**src/rtl/s3264_pkg.sv**
```systemverilog
// ----------------------------------------------------------------------------
// SIMON32/64 package
// Shared types, constants and round/key-schedule functions.
// ----------------------------------------------------------------------------
package s3264_pkg;

  localparam int WORD_W         = 16;
  localparam int CNT_W          = 6;
  localparam int MAX_ROUNDS_DEF = 32;
  localparam int Z_LEN          = 62;
  localparam int CFG_AW         = 5;
  localparam int CFG_DW         = 32;

  localparam logic [Z_LEN-1:0] Z0_SEQ = 62'h3E8958737D12B0E6;

  localparam logic [CNT_W-1:0] ROUNDS_RST = 6'd32;

  // register index codes (paddr[4:2])
  localparam logic [2:0] REG_KEY0   = 3'd0;
  localparam logic [2:0] REG_KEY1   = 3'd1;
  localparam logic [2:0] REG_KEY2   = 3'd2;
  localparam logic [2:0] REG_KEY3   = 3'd3;
  localparam logic [2:0] REG_ROUNDS = 3'd4;

  typedef logic [WORD_W-1:0] word_t;

  // block state plus sliding window of four round keys, k0 is this round's key
  typedef struct packed {
    word_t x;
    word_t y;
    word_t k0;
    word_t k1;
    word_t k2;
    word_t k3;
  } cell_data_t;

  function automatic word_t rol(input word_t v, input int s);
    rol = (v << s) | (v >> (WORD_W - s));
  endfunction

  function automatic word_t ror(input word_t v, input int s);
    ror = (v >> s) | (v << (WORD_W - s));
  endfunction

  function automatic word_t round_f(input word_t x);
    round_f = (rol(x, 1) & rol(x, 8)) ^ rol(x, 2);
  endfunction

  function automatic logic z0_bit(input int idx);
    z0_bit = Z0_SEQ[Z_LEN-1-idx];
  endfunction

  // next round key from the window, zb is the z0 sequence bit for this position
  function automatic word_t key_next(input cell_data_t d, input logic zb);
    word_t t;
    t = ror(d.k3, 3) ^ d.k1;
    t = t ^ ror(t, 1);
    key_next = ~d.k0 ^ t ^ {{(WORD_W-1){1'b0}}, zb} ^ word_t'(3);
  endfunction

endpackage

```
**src/rtl/s3264_in_if.sv**
```systemverilog
// ----------------------------------------------------------------------------
// SIMON32/64 plaintext channel
// Valid/ready stream carrying one plaintext block per transaction.
// ----------------------------------------------------------------------------
interface s3264_in_if;
  logic              valid;
  logic              ready;
  s3264_pkg::word_t  plain_left;
  s3264_pkg::word_t  plain_right;

  modport source (output valid, output plain_left, output plain_right, input ready);
  modport sink   (input valid, input plain_left, input plain_right, output ready);
endinterface

```
**src/rtl/s3264_out_if.sv**
```systemverilog
// ----------------------------------------------------------------------------
// SIMON32/64 ciphertext channel
// Valid/ready stream carrying one ciphertext block per transaction.
// ----------------------------------------------------------------------------
interface s3264_out_if;
  logic              valid;
  logic              ready;
  s3264_pkg::word_t  cipher_left;
  s3264_pkg::word_t  cipher_right;

  modport source (output valid, output cipher_left, output cipher_right, input ready);
  modport sink   (input valid, input cipher_left, input cipher_right, output ready);
endinterface

```
**src/rtl/s3264_cell.sv**
```systemverilog
// ----------------------------------------------------------------------------
// SIMON32/64 round cell, registered, elastic handshake
// Feistel round while IDX < round_cnt, plus one key-schedule step.
// ----------------------------------------------------------------------------
module s3264_cell #(
  parameter int IDX = 0
) (
  input  logic                              clk,
  input  logic                              rst_n,
  input  logic [s3264_pkg::CNT_W-1:0]       round_cnt,
  input  logic                              up_vld,
  input  s3264_pkg::cell_data_t             up_dat,
  output logic                              up_rdy,
  output logic                              dn_vld,
  output s3264_pkg::cell_data_t             dn_dat,
  input  logic                              dn_rdy
);

  logic                  vld_r;
  s3264_pkg::cell_data_t dat_r;
  s3264_pkg::cell_data_t dat_nxt;
  logic                  active;

  assign active = s3264_pkg::CNT_W'(IDX) < round_cnt;
  assign up_rdy = !vld_r || dn_rdy;

  always_comb begin
    dat_nxt    = up_dat;
    if (active) begin
      dat_nxt.x = up_dat.y ^ s3264_pkg::round_f(up_dat.x) ^ up_dat.k0;
      dat_nxt.y = up_dat.x;
    end
    dat_nxt.k0 = up_dat.k1;
    dat_nxt.k1 = up_dat.k2;
    dat_nxt.k2 = up_dat.k3;
    dat_nxt.k3 = s3264_pkg::key_next(up_dat, s3264_pkg::z0_bit(IDX));
  end

  always_ff @(posedge clk) begin
    if (!rst_n) begin
      vld_r <= 1'b0;
    end else if (up_rdy) begin
      vld_r <= up_vld;
    end
  end

  always_ff @(posedge clk) begin
    if (up_rdy && up_vld) begin
      dat_r <= dat_nxt;
    end
  end

  assign dn_vld = vld_r;
  assign dn_dat = dat_r;

endmodule

```
**src/rtl/simon32_64_block_encrypt_unit.sv**
```systemverilog
// ----------------------------------------------------------------------------
// SIMON32/64 block encryption unit
// One registered cell per round stands between input transaction and result.
// Throughput: one block per cycle without output stalls; each cell carries its
//   own key window, so key writes take effect for the very next block.
// Each cell stage has its own ready, so bubbles collapse and the last cell
//   is the output register.
// Reset (synchronous, rst_n low): key words 0, round count 32, pipeline empty.
// ----------------------------------------------------------------------------
module simon32_64_block_encrypt_unit #(
  parameter int MAX_ROUNDS = s3264_pkg::MAX_ROUNDS_DEF
) (
  input  logic                              clk,
  input  logic                              rst_n,
  s3264_in_if.sink                          in_ch,
  s3264_out_if.source                       out_ch,
  input  logic                              psel,
  input  logic                              penable,
  input  logic                              pwrite,
  input  logic [s3264_pkg::CFG_AW-1:0]      paddr,
  input  logic [s3264_pkg::CFG_DW-1:0]      pwdata,
  output logic [s3264_pkg::CFG_DW-1:0]      prdata,
  output logic                              pready
);

  s3264_pkg::word_t                 key_r [4];
  logic [s3264_pkg::CNT_W-1:0]      round_cnt_r;
  logic                             cfg_wr;
  logic [2:0]                       cfg_idx;

  logic [MAX_ROUNDS:0]              stage_vld;
  logic [MAX_ROUNDS:0]              stage_rdy;
  s3264_pkg::cell_data_t            stage_dat [MAX_ROUNDS+1];

  // configuration port
  assign pready  = 1'b1;
  assign cfg_idx = paddr[4:2];
  assign cfg_wr  = psel && penable && pwrite;

  always_ff @(posedge clk) begin
    if (!rst_n) begin
      key_r[0]    <= '0;
      key_r[1]    <= '0;
      key_r[2]    <= '0;
      key_r[3]    <= '0;
      round_cnt_r <= s3264_pkg::ROUNDS_RST;
    end else if (cfg_wr) begin
      unique case (cfg_idx)
        s3264_pkg::REG_KEY0:   key_r[0]    <= pwdata[15:0];
        s3264_pkg::REG_KEY1:   key_r[1]    <= pwdata[15:0];
        s3264_pkg::REG_KEY2:   key_r[2]    <= pwdata[15:0];
        s3264_pkg::REG_KEY3:   key_r[3]    <= pwdata[15:0];
        s3264_pkg::REG_ROUNDS: round_cnt_r <= pwdata[s3264_pkg::CNT_W-1:0];
        default: ;
      endcase
    end
  end

  always_comb begin
    unique case (cfg_idx)
      s3264_pkg::REG_KEY0:   prdata = {16'd0, key_r[0]};
      s3264_pkg::REG_KEY1:   prdata = {16'd0, key_r[1]};
      s3264_pkg::REG_KEY2:   prdata = {16'd0, key_r[2]};
      s3264_pkg::REG_KEY3:   prdata = {16'd0, key_r[3]};
      s3264_pkg::REG_ROUNDS: prdata = {26'd0, round_cnt_r};
      default:               prdata = '0;
    endcase
  end

  // head of the chain
  assign stage_vld[0]    = in_ch.valid;
  assign in_ch.ready     = stage_rdy[0];
  assign stage_dat[0].x  = in_ch.plain_left;
  assign stage_dat[0].y  = in_ch.plain_right;
  assign stage_dat[0].k0 = key_r[0];
  assign stage_dat[0].k1 = key_r[1];
  assign stage_dat[0].k2 = key_r[2];
  assign stage_dat[0].k3 = key_r[3];

  for (genvar g = 0; g < MAX_ROUNDS; g++) begin : g_cell
    s3264_cell #(
      .IDX (g)
    ) u_cell (
      .clk       (clk),
      .rst_n     (rst_n),
      .round_cnt (round_cnt_r),
      .up_vld    (stage_vld[g]),
      .up_dat    (stage_dat[g]),
      .up_rdy    (stage_rdy[g]),
      .dn_vld    (stage_vld[g+1]),
      .dn_dat    (stage_dat[g+1]),
      .dn_rdy    (stage_rdy[g+1])
    );
  end

  // tail of the chain
  assign stage_rdy[MAX_ROUNDS] = out_ch.ready;
  assign out_ch.valid          = stage_vld[MAX_ROUNDS];
  assign out_ch.cipher_left    = stage_dat[MAX_ROUNDS].x;
  assign out_ch.cipher_right   = stage_dat[MAX_ROUNDS].y;

`ifndef NO_ASSERTIONS
  a_full_when_blocked: assert property (@(posedge clk) disable iff (!rst_n)
    !in_ch.ready |-> &stage_vld[MAX_ROUNDS:1])
    else $error("input stalled with a free cell in the chain");

  a_cell_holds: assert property (@(posedge clk) disable iff (!rst_n)
    stage_vld[1] && !stage_rdy[1] |=> stage_vld[1] && $stable(stage_dat[1]))
    else $error("stalled cell lost or changed its transaction");

  a_rounds_reset: assert property (@(posedge clk)
    !rst_n |=> round_cnt_r == s3264_pkg::ROUNDS_RST)
    else $error("round count not restored by reset");

  a_key0_write: assert property (@(posedge clk)
    rst_n && cfg_wr && cfg_idx == s3264_pkg::REG_KEY0 |=> key_r[0] == $past(pwdata[15:0]))
    else $error("key word write not taken");
`endif

endmodule

```
**src/flat_wrapper.sv**
```systemverilog
// flat-port wrapper written by rule: the top's interface ports become plain ports
module simon32_64_block_encrypt_unit_flat 
#(
  parameter int MAX_ROUNDS = s3264_pkg::MAX_ROUNDS_DEF
)
  (clk, rst_n, psel, penable, pwrite, paddr, pwdata, prdata, pready, in_ch_valid, in_ch_plain_left, in_ch_plain_right, in_ch_ready, out_ch_valid, out_ch_cipher_left, out_ch_cipher_right, out_ch_ready);
  s3264_in_if in_ch_i ();
  s3264_out_if out_ch_i ();
  input  logic clk;
  input  logic rst_n;
  input  logic psel;
  input  logic penable;
  input  logic pwrite;
  input  logic [s3264_pkg::CFG_AW-1:0] paddr;
  input  logic [s3264_pkg::CFG_DW-1:0] pwdata;
  output logic [s3264_pkg::CFG_DW-1:0] prdata;
  output logic pready;
  input wire logic [$bits(in_ch_i.valid)-1:0] in_ch_valid;
  input wire logic [$bits(in_ch_i.plain_left)-1:0] in_ch_plain_left;
  input wire logic [$bits(in_ch_i.plain_right)-1:0] in_ch_plain_right;
  output wire logic [$bits(in_ch_i.ready)-1:0] in_ch_ready;
  output wire logic [$bits(out_ch_i.valid)-1:0] out_ch_valid;
  output wire logic [$bits(out_ch_i.cipher_left)-1:0] out_ch_cipher_left;
  output wire logic [$bits(out_ch_i.cipher_right)-1:0] out_ch_cipher_right;
  input wire logic [$bits(out_ch_i.ready)-1:0] out_ch_ready;
  assign in_ch_i.valid = in_ch_valid;
  assign in_ch_i.plain_left = in_ch_plain_left;
  assign in_ch_i.plain_right = in_ch_plain_right;
  assign in_ch_ready = in_ch_i.ready;
  assign out_ch_valid = out_ch_i.valid;
  assign out_ch_cipher_left = out_ch_i.cipher_left;
  assign out_ch_cipher_right = out_ch_i.cipher_right;
  assign out_ch_i.ready = out_ch_ready;
  simon32_64_block_encrypt_unit #(.MAX_ROUNDS(MAX_ROUNDS)) u_core (.clk(clk), .rst_n(rst_n), .in_ch(in_ch_i), .out_ch(out_ch_i), .psel(psel), .penable(penable), .pwrite(pwrite), .paddr(paddr), .pwdata(pwdata), .prdata(prdata), .pready(pready));
endmodule
```
**config.mk**
```make
export PLATFORM = sky130hd
export DESIGN_NAME = simon32_64_block_encrypt_unit_flat
export DESIGN_NICKNAME = d
export VERILOG_FILES = /design/src/rtl/s3264_pkg.sv /design/src/rtl/s3264_in_if.sv /design/src/rtl/s3264_out_if.sv /design/src/rtl/s3264_cell.sv /design/src/rtl/simon32_64_block_encrypt_unit.sv /design/src/flat_wrapper.sv
export SDC_FILE = /design/constraint.sdc
export NUM_CORES = 2
export LEC_CHECK = 0
export ABC_AREA = 0
export ABC_CLOCK_PERIOD_IN_PS = 31200
export BUFFER_PORTS_ARGS = -buffer_cell sky130_fd_sc_hd__buf_2
export CORE_MARGIN = 3
export CORE_UTILIZATION = 35
export CTS_CLUSTER_DIAMETER = 40
export DETAILED_ROUTE_END_ITERATION = 6
export HOLD_SLACK_MARGIN = 0.06
export SLEW_MARGIN = 0
export SYNTH_ARGS = -nofsm -noshare
export SYNTH_HDL_FRONTEND = slang
export SYNTH_SLANG_ARGS = --single-unit
```
**constraint.sdc**
```tcl
create_clock -name clk -period 31.2 [get_ports clk]
set_input_delay 6.24 -clock clk [delete_from_list [all_inputs] [get_ports clk]]
set_output_delay 6.24 -clock clk [all_outputs]
set_load 0.03 [all_outputs]
```
---- After elaboration in Yosys (flattened, before gate mapping) ----
Memory sizes are Yosys's and may differ from the RTL's.
Cells that the tools add are included.
operators by class
  add/sub/neg operators ................... 0
  $mul .................................... 0
  div/mod/pow operators ................... 0
  $lt $le $gt $ge ......................... 32
  equal/unequal tests ..................... 4
  shift operators ......................... 0
  mux-type cells .......................... 54
  bitwise gates (word level) .............. 438
  reductions and logical operators ........ 100
operators with widths
  operator            number
  $xor 16x16->16      180
  $mux 32             32
  $and 16x16->16      32
  $or 16x1->16        32
  $or 16x2->16        32
  $or 16x8->16        32
  $not 16->16         28
  $or 13x16->16       28
  $or 15x16->16       28
  $lt 5x6->1 const A  16
  $pmux 16 s5         1
  $mux 16             4
  $not 2->2           28
  $lt 4x6->1 const A  8
  $logic_and 1x1->1   34
  $logic_not 1->1     32
  $logic_or 1x1->1    32
  $lt 3x6->1 const A  4
  $mux 1              17
  $not 1->1           14
  $lt 1x6->1 const A  2
  $lt 2x6->1 const A  2
  $eq 3x2->1 const B  2
  $or 1x1->1          4
  other kinds (4)     4
word-level totals
  register bits after elaboration ......... 2950
  latch bits .............................. 0
  RAM bits ................................ 64
  memory bits (read-only) ................. 0
  input bits .............................. 76
  output and inout port bits .............. 67
  memories ................................ 1
memories
  name          words  bits a word  read ports  clocked after memory_dff  wr ports  RTL line                             text
  u_core.key_r  4      16           4           0                         4         simon32_64_block_encrypt_unit.sv:26  s3264_pkg::word_t key_r [4];

---- Longest topological paths before layout ----
  depth after elaboration ................. 34
  gate-level depth with buffers ........... 8
  mapped depth without buffers ............ 4

---- Hierarchy ----
A second synthesis with hierarchy kept.
second synthesis, totals
  cell total of the unflattened synthesis .. 7746
  area, all modules ....................... 142815.7 um2
modules (own cells, without submodules)
  module                                      instances  cells an instance  area each (um2)  seq. area each (um2)
  s3264_cell at u_core.g_cell[0].u_cell ...   3          235                4436.8           2902.8
  s3264_cell at u_core.g_cell[12].u_cell ...  3          234                4334.2           2902.8
  s3264_cell at u_core.g_cell[22].u_cell ...  2          233                4335.4           2902.8
  s3264_cell at u_core.g_cell[16].u_cell ...  2          234                4329.2           2902.8
  s3264_cell at u_core.g_cell[28].u_cell      1          234                4473.0           2902.8
  s3264_cell at u_core.g_cell[1].u_cell       1          234                4471.8           2902.8
  s3264_cell at u_core.g_cell[10].u_cell      1          233                4456.8           2902.8
  s3264_cell at u_core.g_cell[4].u_cell       1          234                4441.8           2902.8
  s3264_cell at u_core.g_cell[20].u_cell      1          252                4390.5           2902.8
  s3264_cell at u_core.g_cell[9].u_cell       1          235                4342.9           2902.8
  s3264_cell at u_core.g_cell[26].u_cell      1          234                4339.2           2902.8
  s3264_cell at u_core.g_cell[29].u_cell      1          232                4335.4           2902.8
  s3264_cell at u_core.g_cell[13].u_cell      1          232                4334.2           2902.8
  s3264_cell at u_core.g_cell[6].u_cell       1          235                4334.2           2902.8
  13 more rows                                n/a        n/a                n/a              n/a

---- Worst setup path after synthesis ----
No wires, ideal clock.
  path type ............................... input to register
  from .................................... input out_ch_ready
  to ...................................... register u_core.g_cell[13].u_cell.dat_r, in the netlist u_core.g_cell[13].u_cell.dn_dat[0] (enable)
  library setup time ...................... 0.697 ns
  data arrival time ....................... 13.730 ns
  data required time ...................... 30.503 ns
  slack ................................... 16.773 ns
  stages on the path ...................... 4
  buffers on the path ..................... 0
  cell sequence ........................... nand4b_1 -> nor3_1 -> and3_1 -> a21boi_0
on the way
  cells in the longest elaborated chain, start to end .. 20
ends and longest elaborated chain
  what                            RTL line            text
  start, declared                 flat_wrapper.sv:25  input wire logic [$bits(out_ch_i.ready)-1:0] out_ch_ready;
  $logic_or 1x1->1 (19 in a row)  s3264_cell.sv:25    assign up_rdy = !vld_r || dn_rdy;
  $logic_and 1x1->1               s3264_cell.sv:48    if (up_rdy && up_vld) begin
  end signal, assigned            s3264_cell.sv:49    dat_r <= dat_nxt;
  end, declared                   s3264_cell.sv:20    s3264_pkg::cell_data_t dat_r;
No other way between the ends.
A chain may end at the register's enable or synchronous reset.

---- Worst setup path after layout ----
  from .................................... input out_ch_ready
  to ...................................... output in_ch_ready
on the way
  cells in the longest elaborated chain, start to end .. 32
ends and longest elaborated chain
  what                            RTL line            text
  $logic_or 1x1->1 (32 in a row)  s3264_cell.sv:25
  end, declared                   flat_wrapper.sv:21  output wire logic [$bits(in_ch_i.ready)-1:0] in_ch_ready;
No other way between the ends.

==> run metrics <==
run status finished clean; count of instances resized after the clock tree is built 0; all-layer global routing usage about 18%; Clock Sinks 3014; total count of max-transition violations in the final report 0; synthesis-to-finish area growth 16.05%; placeable core region 373300 µm²; Worst Hold Class register to register; total count of hold-check failures in the final report 0; largest stage delay on the critical path just under 0.6 ns; die width around 620 µm; gp weighted congestion ~0.9; maximum number of pins on one net before global-route repair 97; DRC violations left 0; Vert. Die Dim 619.0 µm; Buf+Inv Stages, Crit Path 3; RSZ-0062 raised after global routing false; detailed-route wire length per cell approximately 25 µm; Detail Route Antenna Nets 0; setup tns final 0 ns; critical path peak fanout 8; final wirelength ~350 mm; latest clock arrival within the worst-skew pair 0.95 ns; post-synthesis instance area between 100000 and 150000 µm²; Worst Path Class, Setup input port to output pin; global routing usage on met2 32.45%; sequential element share of the synthesized area between 60 and 70%; standard-cell row count roughly 220; skew final 0.06726 ns; Die ar. 383100 µm²; DP Wirelength roughly 270 mm; grt met1 use between 20% and 30%; Worst Setup Start Kind input port; area after detailed placement around 140000 µm²; cell area after layout between 150000 and 200000 µm²; worst vdd rail ir drop around 49 µV; final standard cell utilization of the core between 40% and 50%; number of buffers added on ports 107; normalized max-slew margin a little over an eighth; CP most frequent cell sky130_fd_sc_hd__buf_2; via count of the first global-routing pass between 60000 and 70000; count of state elements after synthesis ~3000; leakage power figure between 40 and 50 nW; number of flops mapped to enable cells by yosys about 3000; fmax between 60 and 70 MHz; part of the cycle the worst path needs between 40% and 50%; count of hold-fix buffers inserted at cts 0; met3 usage in global routing under 10%; Top-Level Pins ~140; Post-CTS Setup Repair Bufs 0; total of endpoints with negative setup slack in the final report 0; cell count after synthesis ~8000; CP cell instances buf_2 -> nand4b_1 -> buf_4 -> or4_1 -> nor2_1 -> nand2_1 -> buf_2; Post-Synthesis Mean Instance Area 16.37 µm²; data arrival time of the critical path just over 8 ns; proportion of layout cells with a drive suffix above 1 approximately a fifth; clk buf depth 4; count of H-tree levels built during CTS 5; TritonCTS clock tree yes; Clock Root Buffer sky130_fd_sc_hd__clkbuf_16; synth unique cells 52; first drt pass iteration count 7; total vias in the final route around 65000; number of antenna violations at the first check in global routing 8; # Max-Cap Violations 0; wire length of the first global-routing pass slightly below 500 mm; kind of cell with the highest combined delay on the critical path simple AND/OR/NAND/NOR gates; proportion of synthesized flip-flops having asynchronous set or reset 0%; gr ovfl total 0; critical path's slowest cell sky130_fd_sc_hd__or4_1; total design power 0.009458 W; total of warnings raised by yosys 0; shortest clock period the worst path allows after layout approximately 15 ns; ratio of total power to cell area between 60 and 70 nW/µm²; endpoint class of the critical path output pin; placed instance count approximately 13000; number of buffers inserted during clock tree synthesis 401; primary flip-flop cell chosen by synthesis mapping sky130_fd_sc_hd__edfxtp_1; Worst Path Required 24.96 ns; Starting DRT DRC Count about 5800; worst-margin pin slew about 1.3 ns; Via-to-Cell Ratio 4.677; number of nets in the final layout approximately 8600; most crowded layer after global routing met2; number of non-filler instances in the completed layout 13800; initial core utilization roughly a third; post-CTS clock slew at the launch and capture registers of the worst setup and hold paths 0.05 ns
-- state kept, by name, indices dropped and copies added (netlist names) --
| register | flops |
|---|---|
| u_core.g_cell.u_cell.dn_dat | 2912 |
| u_core.round_cnt_r | 6 |
| u_core.g_cell.u_cell.dn_vld | 32 |
| u_core.key_r | 64 |
-- area by class of cell --
class,count,area (µm²)
antenna,5,12.51
clock buffer,457,10370
clock inverter,293,3548
fill,33560,220700
inverter,12,45.04
multi-input combinational,4862,41160
sequential,3014,90130
tap,4972,6221
timing repair buffer,183,1122
-- routing by layer --
layer	share of wire, %	vias up	routed length, µm
met1	40	32750	137000
li1	-	29680	-
met4	3.5	2	12130
met2	53	1601	181900
met5	0.0046	-	16
met3	4.4	509	15080
-- final timing paths --
path                                                     startpoint                                  end  slack [ns]  cells after the start
worst max-delay path                                   out_ch_ready                          in_ch_ready       16.66                      7
worst min-delay path            u_core.g_cell[27].u_cell.dn_dat[39]  u_core.g_cell[28].u_cell.dn_dat[55]        0.38                      0
worst max register to register      u_core.g_cell[27].u_cell.dn_vld   u_core.g_cell[1].u_cell.dn_dat[83]       27.44                      5
worst min register to register  u_core.g_cell[27].u_cell.dn_dat[39]  u_core.g_cell[28].u_cell.dn_dat[55]        0.38                      0
-- cells by family (layout without fill, tap and decap cells) --
family | after synthesis | in the layout | share of synthesized area (%)
flip-flops | 3014 | 3014 | 68.53
XOR/XNOR | 2880 | 2880 | 19.18
multiplexers | 949 | 949 | 8.206
AND/OR/NAND/NOR | 840 | 840 | 2.694
AO/OA/AOI/OAI | 176 | 176 | 0.8002
buffers and inverters | 170 | 945 | 0.5785
other | 2 | 22 | 0.005711
-- worst register-to-register path, cell delays in order, from the launching register on --
cell and delay, ns:
sky130_fd_sc_hd__dfxtp_1 0.51, sky130_fd_sc_hd__nand3_1 0.45, sky130_fd_sc_hd__or4_1 0.69, sky130_fd_sc_hd__nor2_2 0.71
sky130_fd_sc_hd__a41oi_4 0.38, sky130_fd_sc_hd__buf_4 0.53
-- cell usage after synthesis, types with 9 or more instances --
library cell,number,area (µm²)
sky130_fd_sc_hd__nor2b_1,22,137.6
sky130_fd_sc_hd__dfxtp_1,38,760.7
sky130_fd_sc_hd__and2_1,80,500.5
sky130_fd_sc_hd__buf_1,24,90.09
sky130_fd_sc_hd__mux2_2,932,10500
sky130_fd_sc_hd__buf_4,17,127.6
sky130_fd_sc_hd__nor2_1,49,183.9
sky130_fd_sc_hd__clkbuf_1,70,262.8
sky130_fd_sc_hd__a21boi_0,11,82.58
sky130_fd_sc_hd__a22oi_1,11,82.58
sky130_fd_sc_hd__nand3_1,13,65.06
sky130_fd_sc_hd__buf_2,47,235.2
sky130_fd_sc_hd__edfxtp_1,2976,89370
sky130_fd_sc_hd__o21ai_0,60,300.3
sky130_fd_sc_hd__a21oi_1,42,210.2
sky130_fd_sc_hd__mux4_2,10,225.2
sky130_fd_sc_hd__o21a_1,18,135.1
sky130_fd_sc_hd__xnor2_1,2463,21570
sky130_fd_sc_hd__nand2_1,641,2406
sky130_fd_sc_hd__xor2_1,417,3652
sky130_fd_sc_hd__a31oi_1,9,56.30
sky130_fd_sc_hd__inv_1,12,45.04
-- metrics by stage --
stage | setup slack, ns | hold WS (ns)
4_1_cts | 16.74 | 0.3751
5_1_grt | 16.63 | 0.3864
3_5_place_dp | 16.76 | 0.4045
2_1_floorplan | 16.77 | 0.4003
6_report | 16.66 | 0.3784
3_3_place_gp | 16.71 | 0.4014
-- power breakdown --
part	switching (W)	internal (W)	total (W)	leakage, nW
registers	0.0000479	0.00446	0.00451	27.2
clock network	0.00184	0.00285	0.00469	6.71
logic	0.000130	0.000129	0.000259	13.7
total	0.00202	0.00744	0.00946	47.7
-- cell usage in the layout (no fill, tap or decap), drive strengths merged, types with 17 or more instances in the layout --
| cell | synthesis | layout |
|---|---|---|
| and2 | 82 | 82 |
| xnor2 | 2463 | 2463 |
| clkinvlp | 0 | 31 |
| xor2 | 417 | 417 |
| mux2 | 933 | 933 |
| o21a | 18 | 18 |
| nand2 | 641 | 641 |
| edfxtp | 2976 | 2976 |
| clkinv | 0 | 133 |
| bufinv | 0 | 49 |
| buf | 88 | 183 |
| inv | 12 | 92 |
| a21oi | 42 | 42 |
| dfxtp | 38 | 38 |
| o21ai | 64 | 64 |
| conb | 2 | 17 |
| nor2 | 49 | 49 |
| nor2b | 22 | 22 |
| clkbuf | 70 | 457 |
Power figures use the tool's default switching activity.
